==> src/hdl/sdo_segmented_download_client_unit_assert.svh <==
// Assertion macros for the segmented SDO download client.
// Used by sdo_engine in this folder; the clock and reset are i_clk and i_rst_n.
`ifndef SDO_SEGMENTED_DOWNLOAD_CLIENT_UNIT_ASSERT_SVH
`define SDO_SEGMENTED_DOWNLOAD_CLIENT_UNIT_ASSERT_SVH
`ifndef SYNTH
`define SDO_ASSERT(lbl, prop) \
    lbl: assert property (@(posedge i_clk) disable iff (!i_rst_n) prop) \
        else $error("SDO client assertion failed");
`define SDO_ASSERT_RST(lbl, prop) \
    lbl: assert property (@(posedge i_clk) prop) \
        else $error("SDO client reset assertion failed");
`else
`define SDO_ASSERT(lbl, prop)
`define SDO_ASSERT_RST(lbl, prop)
`endif
`endif

==> src/hdl/sdo_pkg.sv <==
// Package for the segmented SDO download client: transfer types, codes and constants.
// No dependencies; used by every module of the block.
`timescale 1ns / 1ps
`default_nettype none

package sdo_pkg;

    localparam logic [2:0]  SEG_BYTES   = 3'd7;

    localparam logic [10:0] TX_ID_BASE  = 11'h600;
    localparam logic [10:0] RX_ID_BASE  = 11'h580;

    localparam logic [7:0]  CMD_INIT     = 8'h21;
    localparam logic [7:0]  CMD_INIT_ACK = 8'h60;
    localparam logic [7:0]  CMD_ABORT    = 8'h80;
    localparam logic [7:0]  CMD_SEG_ACK0 = 8'h20;
    localparam logic [7:0]  CMD_SEG_ACK1 = 8'h30;

    localparam logic [3:0]  DLC_INIT_MIN = 4'd4;
    localparam logic [3:0]  DLC_SEG_MIN  = 4'd1;

    localparam logic [1:0]  REQ_START   = 2'd0;
    localparam logic [1:0]  REQ_DATA    = 2'd1;
    localparam logic [1:0]  REQ_REPLY   = 2'd2;
    localparam logic [1:0]  REQ_TIMEOUT = 2'd3;

    localparam logic [2:0]  ST_READY   = 3'd0;
    localparam logic [2:0]  ST_DONE    = 3'd1;
    localparam logic [2:0]  ST_BAD_ACK = 3'd2;
    localparam logic [2:0]  ST_ABORT   = 3'd3;
    localparam logic [2:0]  ST_TIMEOUT = 3'd4;
    localparam logic [2:0]  ST_BAD_REQ = 3'd5;
    localparam logic [2:0]  ST_SENT    = 3'd6;

    localparam logic [1:0]  REG_NODE_ID     = 2'd0;
    localparam logic [1:0]  REG_OD_INDEX    = 2'd1;
    localparam logic [1:0]  REG_OD_SUBINDEX = 2'd2;

    typedef enum logic [3:0] {
        PH_IDLE      = 4'b0001,
        PH_WAIT_INIT = 4'b0010,
        PH_GATHER    = 4'b0100,
        PH_WAIT_SEG  = 4'b1000
    } t_phase;

    typedef struct packed {
        logic [1:0]  req_type;
        logic [31:0] total_size;
        logic [7:0]  data_byte;
        logic [10:0] rx_id;
        logic [3:0]  rx_dlc;
        logic [7:0]  rx_byte0;
        logic [7:0]  rx_byte1;
        logic [7:0]  rx_byte2;
        logic [7:0]  rx_byte3;
    } t_in_item;

    typedef struct packed {
        logic        tx_valid;
        logic [10:0] tx_id;
        logic [7:0]  tx_byte0;
        logic [7:0]  tx_byte1;
        logic [7:0]  tx_byte2;
        logic [7:0]  tx_byte3;
        logic [7:0]  tx_byte4;
        logic [7:0]  tx_byte5;
        logic [7:0]  tx_byte6;
        logic [7:0]  tx_byte7;
        logic [2:0]  status;
    } t_out_item;

    typedef struct packed {
        logic [6:0]  node_id;
        logic [15:0] od_index;
        logic [7:0]  od_subindex;
    } t_cfg;

    function automatic logic [2:0] seg_len(input logic [31:0] remaining);
        seg_len = (remaining > {29'd0, SEG_BYTES}) ? SEG_BYTES : remaining[2:0];
    endfunction

endpackage

`default_nettype wire

==> src/hdl/sdo_segmented_download_client_unit.sv <==
// Top level of the segmented SDO download client: input and result registers.
// Depends on sdo_pkg, sdo_cfg_regs and sdo_engine.
//
//  Channel   Direction  Handshake                       Transfer
//  in        to block   i_in_valid / o_in_ready         t_in_item, one event
//  out       from block o_out_valid / i_out_ready       t_out_item, zero or one per event
//  cfg       to block   psel, penable, pwrite / pready  32-bit register write or read
//
// An item is held in the input register and its result, if any, is registered in the
// result register when the item advances; one item is taken every cycle while the
// result register is empty or being taken. A full result register that is not taken
// stalls the input register, which then holds its item. Reset is synchronous and leaves
// the block idle with node 1 selected; there is no clearing pass.
`timescale 1ns / 1ps
`default_nettype none

module sdo_segmented_download_client_unit
    import sdo_pkg::*;
(
    input  wire logic        i_clk,
    input  wire logic        i_rst_n,
    input  wire logic        i_in_valid,
    output logic             o_in_ready,
    input  wire t_in_item    i_in_item,
    output logic             o_out_valid,
    input  wire logic        i_out_ready,
    output t_out_item        o_out_item,
    input  wire logic        psel,
    input  wire logic        penable,
    input  wire logic        pwrite,
    input  wire logic [3:0]  paddr,
    input  wire logic [31:0] pwdata,
    output logic      [31:0] prdata,
    output logic             pready
);

    logic      r_in_valid;
    t_in_item  r_in_item;
    logic      r_out_valid;
    t_out_item r_out_item;
    logic      advance;
    logic      res_valid;
    t_out_item res;
    t_cfg      cfg;

    sdo_cfg_regs u_cfg_regs (
        .i_clk   (i_clk),
        .i_rst_n (i_rst_n),
        .psel    (psel),
        .penable (penable),
        .pwrite  (pwrite),
        .paddr   (paddr),
        .pwdata  (pwdata),
        .prdata  (prdata),
        .pready  (pready),
        .o_cfg   (cfg)
    );

    sdo_engine u_engine (
        .i_clk       (i_clk),
        .i_rst_n     (i_rst_n),
        .i_step      (advance),
        .i_item      (r_in_item),
        .i_cfg       (cfg),
        .o_res_valid (res_valid),
        .o_res       (res)
    );

    assign advance    = r_in_valid && (!r_out_valid || i_out_ready);
    assign o_in_ready = !r_in_valid || advance;

    always_ff @(posedge i_clk) begin
        if (!i_rst_n) begin
            r_in_valid <= 1'b0;
        end else if (o_in_ready) begin
            r_in_valid <= i_in_valid;
        end
    end

    always_ff @(posedge i_clk) begin
        if (o_in_ready && i_in_valid) begin
            r_in_item <= i_in_item;
        end
    end

    always_ff @(posedge i_clk) begin
        if (!i_rst_n) begin
            r_out_valid <= 1'b0;
        end else if (advance) begin
            r_out_valid <= res_valid;
        end else if (i_out_ready) begin
            r_out_valid <= 1'b0;
        end
    end

    always_ff @(posedge i_clk) begin
        if (advance && res_valid) begin
            r_out_item <= res;
        end
    end

    assign o_out_valid = r_out_valid;
    assign o_out_item  = r_out_item;

endmodule

`default_nettype wire

==> src/hdl/sdo_cfg_regs.sv <==
// Configuration registers of the SDO download client behind an APB-style port.
// Depends on sdo_pkg for the register indexes and the configuration struct.
`timescale 1ns / 1ps
`default_nettype none

module sdo_cfg_regs
    import sdo_pkg::*;
(
    input  wire logic        i_clk,
    input  wire logic        i_rst_n,
    input  wire logic        psel,
    input  wire logic        penable,
    input  wire logic        pwrite,
    input  wire logic [3:0]  paddr,
    input  wire logic [31:0] pwdata,
    output logic      [31:0] prdata,
    output logic             pready,
    output t_cfg             o_cfg
);

    logic [6:0]  r_node_id;
    logic [15:0] r_od_index;
    logic [7:0]  r_od_subindex;
    logic        wr_en;

    assign pready = 1'b1;
    assign wr_en  = psel && penable && pwrite && pready;

    always_ff @(posedge i_clk) begin
        if (!i_rst_n) begin
            r_node_id     <= 7'd1;
            r_od_index    <= 16'd0;
            r_od_subindex <= 8'd0;
        end else if (wr_en) begin
            unique case (paddr[3:2])
                REG_NODE_ID:     r_node_id     <= pwdata[6:0];
                REG_OD_INDEX:    r_od_index    <= pwdata[15:0];
                REG_OD_SUBINDEX: r_od_subindex <= pwdata[7:0];
                default: ;
            endcase
        end
    end

    always_comb begin
        unique case (paddr[3:2])
            REG_NODE_ID:     prdata = {25'd0, r_node_id};
            REG_OD_INDEX:    prdata = {16'd0, r_od_index};
            REG_OD_SUBINDEX: prdata = {24'd0, r_od_subindex};
            default:         prdata = 32'd0;
        endcase
    end

    assign o_cfg = '{node_id: r_node_id, od_index: r_od_index, od_subindex: r_od_subindex};

endmodule

`default_nettype wire

==> src/hdl/sdo_engine.sv <==
// Transfer state and result logic of the SDO download client, one item per cycle while i_step is high.
// Depends on sdo_pkg and on the assertion macro header.
`timescale 1ns / 1ps
`default_nettype none
`include "sdo_segmented_download_client_unit_assert.svh"

module sdo_engine
    import sdo_pkg::*;
(
    input  wire logic      i_clk,
    input  wire logic      i_rst_n,
    input  wire logic      i_step,
    input  wire t_in_item  i_item,
    input  wire t_cfg      i_cfg,
    output logic           o_res_valid,
    output t_out_item      o_res
);

    t_phase      r_phase, n_phase;
    logic [31:0] r_remaining, n_remaining;
    logic        r_toggle, n_toggle;
    logic [2:0]  r_fill, n_fill;
    logic [2:0]  r_target, n_target;
    logic [7:0]  r_store [SEG_BYTES];
    logic [7:0]  n_store [SEG_BYTES];
    logic        store_wr;
    logic [10:0] expect_id;
    logic [10:0] tx_id;
    logic [31:0] rem_after;
    logic        last_seg;
    logic [2:0]  unused_cnt;
    logic [7:0]  seg_bytes [SEG_BYTES];

    assign expect_id  = RX_ID_BASE + {4'd0, i_cfg.node_id};
    assign tx_id      = TX_ID_BASE + {4'd0, i_cfg.node_id};
    assign rem_after  = r_remaining - {29'd0, r_target};
    assign last_seg   = (r_remaining <= {29'd0, SEG_BYTES});
    assign unused_cnt = SEG_BYTES - r_remaining[2:0];
    assign n_fill     = r_fill + 3'd1;

    always_comb begin
        for (int i = 0; i < int'(SEG_BYTES); i++) begin
            n_store[i] = r_store[i];
        end
        n_store[r_fill] = i_item.data_byte;
        for (int i = 0; i < int'(SEG_BYTES); i++) begin
            seg_bytes[i] = (3'(i) < n_fill) ? n_store[i] : 8'd0;
        end
    end

    always_comb begin
        n_phase     = r_phase;
        n_remaining = r_remaining;
        n_toggle    = r_toggle;
        n_target    = r_target;
        store_wr    = 1'b0;
        o_res_valid = 1'b0;
        o_res       = '0;
        if (i_step) begin
            o_res_valid  = 1'b1;
            o_res.status = ST_BAD_REQ;
            unique case (i_item.req_type)
                REQ_START: begin
                    if (r_phase == PH_IDLE && i_item.total_size != 32'd0 &&
                        i_cfg.node_id != 7'd0) begin
                        n_remaining    = i_item.total_size;
                        n_toggle       = 1'b0;
                        n_target       = 3'd0;
                        n_phase        = PH_WAIT_INIT;
                        o_res.tx_valid = 1'b1;
                        o_res.tx_id    = tx_id;
                        o_res.tx_byte0 = CMD_INIT;
                        o_res.tx_byte1 = i_cfg.od_index[7:0];
                        o_res.tx_byte2 = i_cfg.od_index[15:8];
                        o_res.tx_byte3 = i_cfg.od_subindex;
                        o_res.tx_byte4 = i_item.total_size[7:0];
                        o_res.tx_byte5 = i_item.total_size[15:8];
                        o_res.tx_byte6 = i_item.total_size[23:16];
                        o_res.tx_byte7 = i_item.total_size[31:24];
                        o_res.status   = ST_SENT;
                    end
                end
                REQ_DATA: begin
                    if (r_phase == PH_GATHER && r_fill < SEG_BYTES) begin
                        store_wr = 1'b1;
                        if (n_fill < r_target) begin
                            o_res_valid = 1'b0;
                        end else begin
                            n_phase        = PH_WAIT_SEG;
                            o_res.tx_valid = 1'b1;
                            o_res.tx_id    = tx_id;
                            o_res.tx_byte0 = last_seg ? {3'd0, r_toggle, unused_cnt, 1'b1}
                                                      : {3'd0, r_toggle, 4'd0};
                            o_res.tx_byte1 = seg_bytes[0];
                            o_res.tx_byte2 = seg_bytes[1];
                            o_res.tx_byte3 = seg_bytes[2];
                            o_res.tx_byte4 = seg_bytes[3];
                            o_res.tx_byte5 = seg_bytes[4];
                            o_res.tx_byte6 = seg_bytes[5];
                            o_res.tx_byte7 = seg_bytes[6];
                            o_res.status   = ST_SENT;
                        end
                    end
                end
                REQ_REPLY: begin
                    if (r_phase == PH_WAIT_INIT) begin
                        n_phase = PH_IDLE;
                        if (i_item.rx_dlc < DLC_INIT_MIN || i_item.rx_id != expect_id) begin
                            o_res.status = ST_BAD_ACK;
                        end else if (i_item.rx_byte0 == CMD_ABORT) begin
                            o_res.status = ST_ABORT;
                        end else if (i_item.rx_byte0 != CMD_INIT_ACK ||
                                     i_item.rx_byte1 != i_cfg.od_index[7:0] ||
                                     i_item.rx_byte2 != i_cfg.od_index[15:8] ||
                                     i_item.rx_byte3 != i_cfg.od_subindex) begin
                            o_res.status = ST_BAD_ACK;
                        end else begin
                            n_target     = seg_len(r_remaining);
                            n_phase      = PH_GATHER;
                            o_res.status = ST_READY;
                        end
                    end else if (r_phase == PH_WAIT_SEG) begin
                        n_phase = PH_IDLE;
                        if (i_item.rx_dlc < DLC_SEG_MIN) begin
                            o_res.status = ST_BAD_ACK;
                        end else if (i_item.rx_byte0 == CMD_ABORT) begin
                            o_res.status = ST_ABORT;
                        end else if (i_item.rx_id != expect_id ||
                                     i_item.rx_byte0 !=
                                     (r_toggle ? CMD_SEG_ACK1 : CMD_SEG_ACK0)) begin
                            o_res.status = ST_BAD_ACK;
                        end else begin
                            n_remaining = rem_after;
                            n_toggle    = ~r_toggle;
                            if (rem_after == 32'd0) begin
                                n_target     = 3'd0;
                                o_res.status = ST_DONE;
                            end else begin
                                n_target     = seg_len(rem_after);
                                n_phase      = PH_GATHER;
                                o_res.status = ST_READY;
                            end
                        end
                    end
                end
                REQ_TIMEOUT: begin
                    if (r_phase == PH_WAIT_INIT || r_phase == PH_WAIT_SEG) begin
                        n_phase      = PH_IDLE;
                        o_res.status = ST_TIMEOUT;
                    end
                end
                default: ;
            endcase
        end
    end

    always_ff @(posedge i_clk) begin
        if (!i_rst_n) begin
            r_phase     <= PH_IDLE;
            r_remaining <= 32'd0;
            r_toggle    <= 1'b0;
            r_fill      <= 3'd0;
            r_target    <= 3'd0;
        end else begin
            r_phase     <= n_phase;
            r_remaining <= n_remaining;
            r_toggle    <= n_toggle;
            r_target    <= n_target;
            if (store_wr) begin
                r_fill <= n_fill;
            end else if (n_phase != r_phase && (n_phase == PH_GATHER ||
                         n_phase == PH_WAIT_INIT || o_res.status == ST_DONE)) begin
                r_fill <= 3'd0;
            end
        end
    end

    always_ff @(posedge i_clk) begin
        if (store_wr) begin
            r_store[r_fill] <= i_item.data_byte;
        end
    end

    `SDO_ASSERT(a_gather_fill, (r_phase == PH_GATHER) |-> (r_fill < r_target))
    `SDO_ASSERT(a_gather_target, (r_phase == PH_GATHER) |-> (r_target != 3'd0 && {29'd0, r_target} <= r_remaining))
    `SDO_ASSERT(a_wait_seg_full, (r_phase == PH_WAIT_SEG) |-> (r_fill == r_target && r_fill != 3'd0))
    `SDO_ASSERT(a_done_idle, (i_step && o_res_valid && o_res.status == ST_DONE) |=> (r_phase == PH_IDLE && r_remaining == 32'd0))
    `SDO_ASSERT_RST(a_reset_idle, (!i_rst_n) |=> (r_phase == PH_IDLE))

endmodule

`default_nettype wire
==> config.mk <==
export PLATFORM = sky130hd
export DESIGN_NAME = sdo_segmented_download_client_unit
export DESIGN_NICKNAME = d
export VERILOG_FILES = /design/src/hdl/sdo_pkg.sv /design/src/hdl/sdo_segmented_download_client_unit.sv /design/src/hdl/sdo_cfg_regs.sv /design/src/hdl/sdo_engine.sv
export VERILOG_INCLUDE_DIRS = /design/src /design/src/hdl
export SDC_FILE = /design/constraint.sdc
export NUM_CORES = 1
export LEC_CHECK = 0
export ABC_AREA = 1
export BUFFER_PORTS_ARGS = -buffer_cell sky130_fd_sc_hd__buf_2
export CAP_MARGIN = 0
export CORE_MARGIN = 1.5
export CORE_UTILIZATION = 34
export CTS_BUF_LIST = sky130_fd_sc_hd__clkbuf_8
export DETAILED_ROUTE_END_ITERATION = 10
export HOLD_SLACK_MARGIN = 0.15
export SETUP_SLACK_MARGIN = 0.02
export SKIP_CTS_REPAIR_TIMING = 1
export SLEW_MARGIN = 15
export SYNTH_ARGS = -nofsm -noshare
export SYNTH_HDL_FRONTEND = slang
export SYNTH_SLANG_ARGS = --single-unit
==> constraint.sdc <==
create_clock -name i_clk -period 9.9 [get_ports i_clk]
set_input_delay 0.495 -clock i_clk [delete_from_list [all_inputs] [get_ports i_clk]]
set_output_delay 0.495 -clock i_clk [all_outputs]
set_load 0.01 [all_outputs]
Word level (Yosys, flattened, before mapping)
Memory sizes are Yosys's and may differ from the RTL's.
Cells that the tools add are included.
{ "op_classes": {"order_cmp": 16, "add_sub_neg": 5, "mux": 84, "reduce_logical": 35, "bitwise": 2, "eq_ne": 31} }
{ "op_table": {"columns": ["operator", "count"], "rows": [
  ["$mux 79", 3],
  ["$mux 32", 6],
  ["$pmux 76 s2", 1],
  ["$mux 3", 24],
  ["$gt 32x3->1 const B", 2],
  ["$mux 8", 8],
  ["$pmux 32 s2", 1],
  ["$bwmux 56", 1],
  ["$mux 4", 13],
  ["$pmux 16 s3", 1],
  ["$le 32x3->1 const B", 1],
  ["$logic_not 32->1", 1],
  ["$ne 8x8->1", 4],
  ["$reduce_bool 32->1", 1],
  ["$sub 32x3->32", 1],
  ["$demux 8 s3", 1],
  ["$mux 1", 19],
  ["$pmux 4 s4", 1],
  ["$ne 3x3->1 const B", 4],
  ["$pmux 3 s4", 1],
  ["$add 10x8->11 const A", 1],
  ["$add 11x7->11 const A", 1],
  ["$ne 11x11->1", 1],
  ["$logic_and 1x1->1", 10],
  ["other kinds (37)", 66]
]} }
{ "totals": {"register_bits": 244, "out_inout_bits": 114, "ram_bits": 56, "in_bits": 132, "mem_count": 1, "word_cells": 204} }
{ "mem_list": {"columns": ["memory", "words", "width", "rd", "rd_ports_with_merged_regs", "write_ports", "line", "rtl"], "rows": [
  ["u_engine.r_store", 7, 8, 7, 0, 1, "sdo_engine.sv:24", "logic [7:0] r_store [SEG_BYTES];"]
]} }

Logic depth before layout (Yosys ltp)
{ "depth": {"word_depth": 16, "depth_mapped": 21, "depth_no_buf": 21} }

Cells and area by module
Synthesis repeated with hierarchy kept, for this count alone.
{ "unflattened": {"hier_cells": 1680, "hier_area_um2": 14993.1} }
{ "by_module_without_submodules": {"columns": ["module", "cells_each", "n_inst", "seq_area_each_um2", "area_each_um2"], "rows": [
  ["sdo_engine", 1233, 1, 2542.4, 8147.8],
  ["sdo_segmented_download_client_unit", 185, 1, 5084.9, 5152.4],
  ["sdo_cfg_regs", 262, 1, 620.6, 1692.9]
]} }

Worst setup path after synthesis
OpenSTA, ideal clock, no wires.
{ "synth_timing": {"path_kind": "reg2reg", "startpoint": "register u_engine.r_fill[0]", "endpoint": "register r_out_item (netlist bit o_out_item[0]) (enable)", "setup_time_ns": 0.530, "path_buffers": 0, "t_required_ns": 9.370, "slack_ns": 4.289, "arrival_time_ns": 5.082, "stages_incl_launch_ff": 9, "cell_sequence": "dfxtp_1 -> ha_1 -> or2_2 -> nand2_1 -> inv_1 -> ha_1 -> a21o_1 -> a31oi_1 -> a21oi_1"} }
{ "synth_between": {"elab_chain_cells": 7, "elab_cells_between_ends": 9, "cone_classes": "add/sub (1); order compare (2); mux (4); reduce/logical (2)"} }
{ "synth_lines": {"columns": ["item", "line", "rtl"], "rows": [
  ["start, declared", "sdo_engine.sv:22", "logic [2:0] r_fill, n_fill;"],
  ["start signal, assigned", "sdo_engine.sv:170", "r_fill <= n_fill;"],
  ["$add 3x1->3", "sdo_engine.sv:39", "assign n_fill = r_fill + 3'd1;"],
  ["$lt 3x3->1", "sdo_engine.sv:86", "if (n_fill < r_target) begin"],
  ["$mux 1", "sdo_engine.sv:86", null],
  ["$mux 1 (*)", "sdo_engine.sv:84", "if (r_phase == PH_GATHER && r_fill < SEG_BYTES) begin"],
  ["$mux 1 (*)", "sdo_engine.sv:62", "unique case (i_item.req_type)"],
  ["$mux 1 (*)", "sdo_engine.sv:59", "if (i_step) begin"],
  ["$logic_and 1x1->1 (*)", "sdo_segmented_download_client_unit.sv:97", "if (advance && res_valid) begin"],
  ["end signal, assigned", "sdo_segmented_download_client_unit.sv:98", "r_out_item <= res;"],
  ["end, declared", "sdo_segmented_download_client_unit.sv:40", "t_out_item r_out_item;"]
]} }
Mark *: on every way between the ends. The rest lies on a longest branch, timed or not.
A chain may end at the register's enable or synchronous reset.

==> results.toml <==
[routing]
viasPerCell = 4.94
vias = 12025
drtAntennaViolNets = 0
dr.pass1.iters = 5
drt_iter0_drc = 935
wire_per_inst_um = 18.1
wl_mm = 44.0
route.detailed.drc = 0

[logic_synthesis]
synth_ff_type = "edfxtp_1"
synth.distinct_cells = 43
synth-edff-count = 218
synth_common_cells = "nand2_1 (382), edfxtp_1 (218), nor2_1 (177)"
async_flop_share_pct = 0
synth-seq-cells = 294
netlist_instances = 1556
netlist_top_cells_area = "edfxtp_1 (47%), dfxtp_1 (11%), nand2_1 (10%)"
synth_area_um2 = 14000
yosysMostFrequentCell = "nand2_1"
yosys.area.top_type = "edfxtp_1"
avgSynthCellArea_um2 = 9.00
ys_seq_area_share_pct = 57.6
yosysWarnings = 0
netlist.area_leader.share_pct = 46.7

[place]
place_congestion = 0.918
post-place-ws_ns = 6.24
dp_hpwl_mm = 31.0
io_buffers = 206
dpl_cell_area_um2 = 15500

[hold_path]
whs_path_depth = 3
hp-class = "input port to register"
hp-start = "pwdata[10]"
min_to = "u_cfg_regs.r_od_index[10]"

[global_routing]
overflow = 0
grt_pass1_wl_mm = 64.2
grt_max_degree = 75
grt_usage_pct = 20.2
grt_pass1_vias = 11164
antenna_found_initial = 0

[pwr]
power_frac_comb_pct = 12.7
p_clk_share_pct = 38.4
ir_drop_mv = 0.103
power.switching_uw = 813
switching_share_pct = 28.1
leakagePower_uw = 0.00706
power.internal_uw = 2080
sequentialPowerShare_pct = 48.8
powerDensity_nw_per_um2 = 166

[flow_run]
drv_cap = 0

[floorplan]
initial_core_util_pct = 34.4
dieArea_um2 = 42400
io_pins = 246
placeableCoreArea_um2 = 40700
die_w_um = 206
rows = 74
fp.dieH_um = 206

[critical_path]
critical_path_arrival_ns = 4.06
reg2reg_depth = 12
r2r_slack_ns = 6.19
crit_path_start_kind = "register"
critPathMaxFanout = 16
r2r-start = "u_engine.r_fill[0]"
crit_required_ns = 10.24
rr_endpoint = "o_out_item[1]"
cp-end-kind = "register"
crit_type = "register to register"

[clock_network]
clockRootBuffer = "clkbuf_8"
clock_sinks = 294
clock_latency_ns = 0.64
cts_max_level = 2
path_clk_slew_ns = 0.06
cts_tree = "built"
cts_buffers = 51
cts_buffer_depth = 3

[timing]
rsz0062_at_grt = "no"
slew_headroom_pct = 30.7
period_minus_slack_ns = 3.71
worst_pin_slew_ns = 1.03
timing.final.max_slew_violations = 0
finClkSkew_ns = 0.0260
period_share_pct = 37.5
tns_ns = 0
timing_hold_violations_final = 0
worst_slack_ns = 6.19
final-setup-viol-count = 0
timing.fmax_ghz = 0.269

[cells_and_area]
synthToLayoutAreaGrowth_pct = 24.2
design_area_um2 = 17400
diodes = 0
drive_above_1_share_pct = 17.6
fin_util_pct = 42.7
fin_nets = 2002

[run_status]
status = "finished, final reports clean"
-- flip-flops by register name, summed over array words and instances (netlist names) --
name and flops:
o_out_valid 1, r_in_valid 1, u_cfg_regs.r_od_subindex 8, u_engine.r_phase 4, r_in_item 89, o_out_item 73
u_cfg_regs.r_od_index 16, u_cfg_regs.r_node_id 7, u_engine.r_store 56, u_engine.r_toggle 1, u_engine.r_target 3, u_engine.r_remaining 32
u_engine.r_fill 3
-- how the worst max path moves through the flow --
stage	cells after the start	slack, ns	end	start
after global placement	12	6.24	o_out_item[1]	u_engine.r_fill[0]
after global routing	12	5.95	o_out_item[1]	u_engine.r_fill[0]
after floorplan	8	4.29	o_out_item[0]	u_engine.r_fill[0]
after CTS	12	6.21	o_out_item[1]	u_engine.r_fill[0]
final	12	6.19	o_out_item[1]	u_engine.r_fill[0]
after detailed placement	12	6.24	o_out_item[1]	u_engine.r_fill[0]
-- worst max-delay path, cell delays in order, from the launching register on --
cell and delay [ns]:
dfxtp_1 0.52, ha_1 0.32, or2_2 0.27, nand2_1 0.16, inv_1 0.11, ha_1 0.30
a21o_1 0.16, a31oi_1 0.30, nor2_1 0.14, nand2_2 0.21, nor2_1 0.12, nor2_1 0.64
o21ai_0 0.18
-- cells by family (layout without fill, tap and decap cells) --
family / after synthesis / after routing / share of synthesized area, %
flip-flops: 294 / 294 / 57.6
other: 2 / 21 / 0.0536
buffers and inverters: 212 / 541 / 6.43
XOR/XNOR: 23 / 23 / 1.44
adder cells (fa/ha/maj): 8 / 8 / 0.768
AND/OR/NAND/NOR: 723 / 723 / 22.1
AO/OA/AOI/OAI: 294 / 294 / 11.6
-- cells in the final DEF (no fill, tap or decap), types with 26 or more instances in the layout --
cell type      netlist  layout
clkbuf_8             0      57
edfxtp_1           218     218
nor3_1              26      26
a21oi_1            112     111
inv_1              136     155
dlygate4sd3_1        0      91
nor2_1             177     176
buf_2               12     206
nand3_1             54      54
nand2_1            382     381
o21ai_0            116     116
dfxtp_1             76      76
-- metrics by stage --
step,hold WS [ns],total power [uW],instances
global route,0.154,3020,2436
finish,0.132,2890,2436
detailed placement,0.505,1780,2250
global placement,0.491,1770,2250
CTS,-0.0269,2890,2345
floorplan,0.469,1650,1575
-- area by class of cell --
type / count / area (um2)
inverter: 141 / 531
tap: 532 / 666
fill: 4003 / 23300
timing repair buffer: 305 / 2000
clock inverter: 38 / 225
multi-input combinational: 1069 / 5120
sequential: 294 / 8070
clock buffer: 57 / 785
-- metal layers --
metal  vias up  routed length [um]  GRT usage [%]
li1       5881                   -              -
met1      5634               19300           26.7
met2       417               20500           32.2
met3        93                2680           3.75
met4         0                1560           9.19
met5         -                   0              0
-- power groups by stage --
stage | clock network, uW | registers, uW | logic (uW)
floorplan | 0 | 1430 | 228
global placement | 0 | 1440 | 336
detailed placement | 0 | 1440 | 338
CTS | 1140 | 1410 | 340
global route | 1190 | 1420 | 412
finish | 1110 | 1410 | 368
Power figures use the tool's default switching activity.
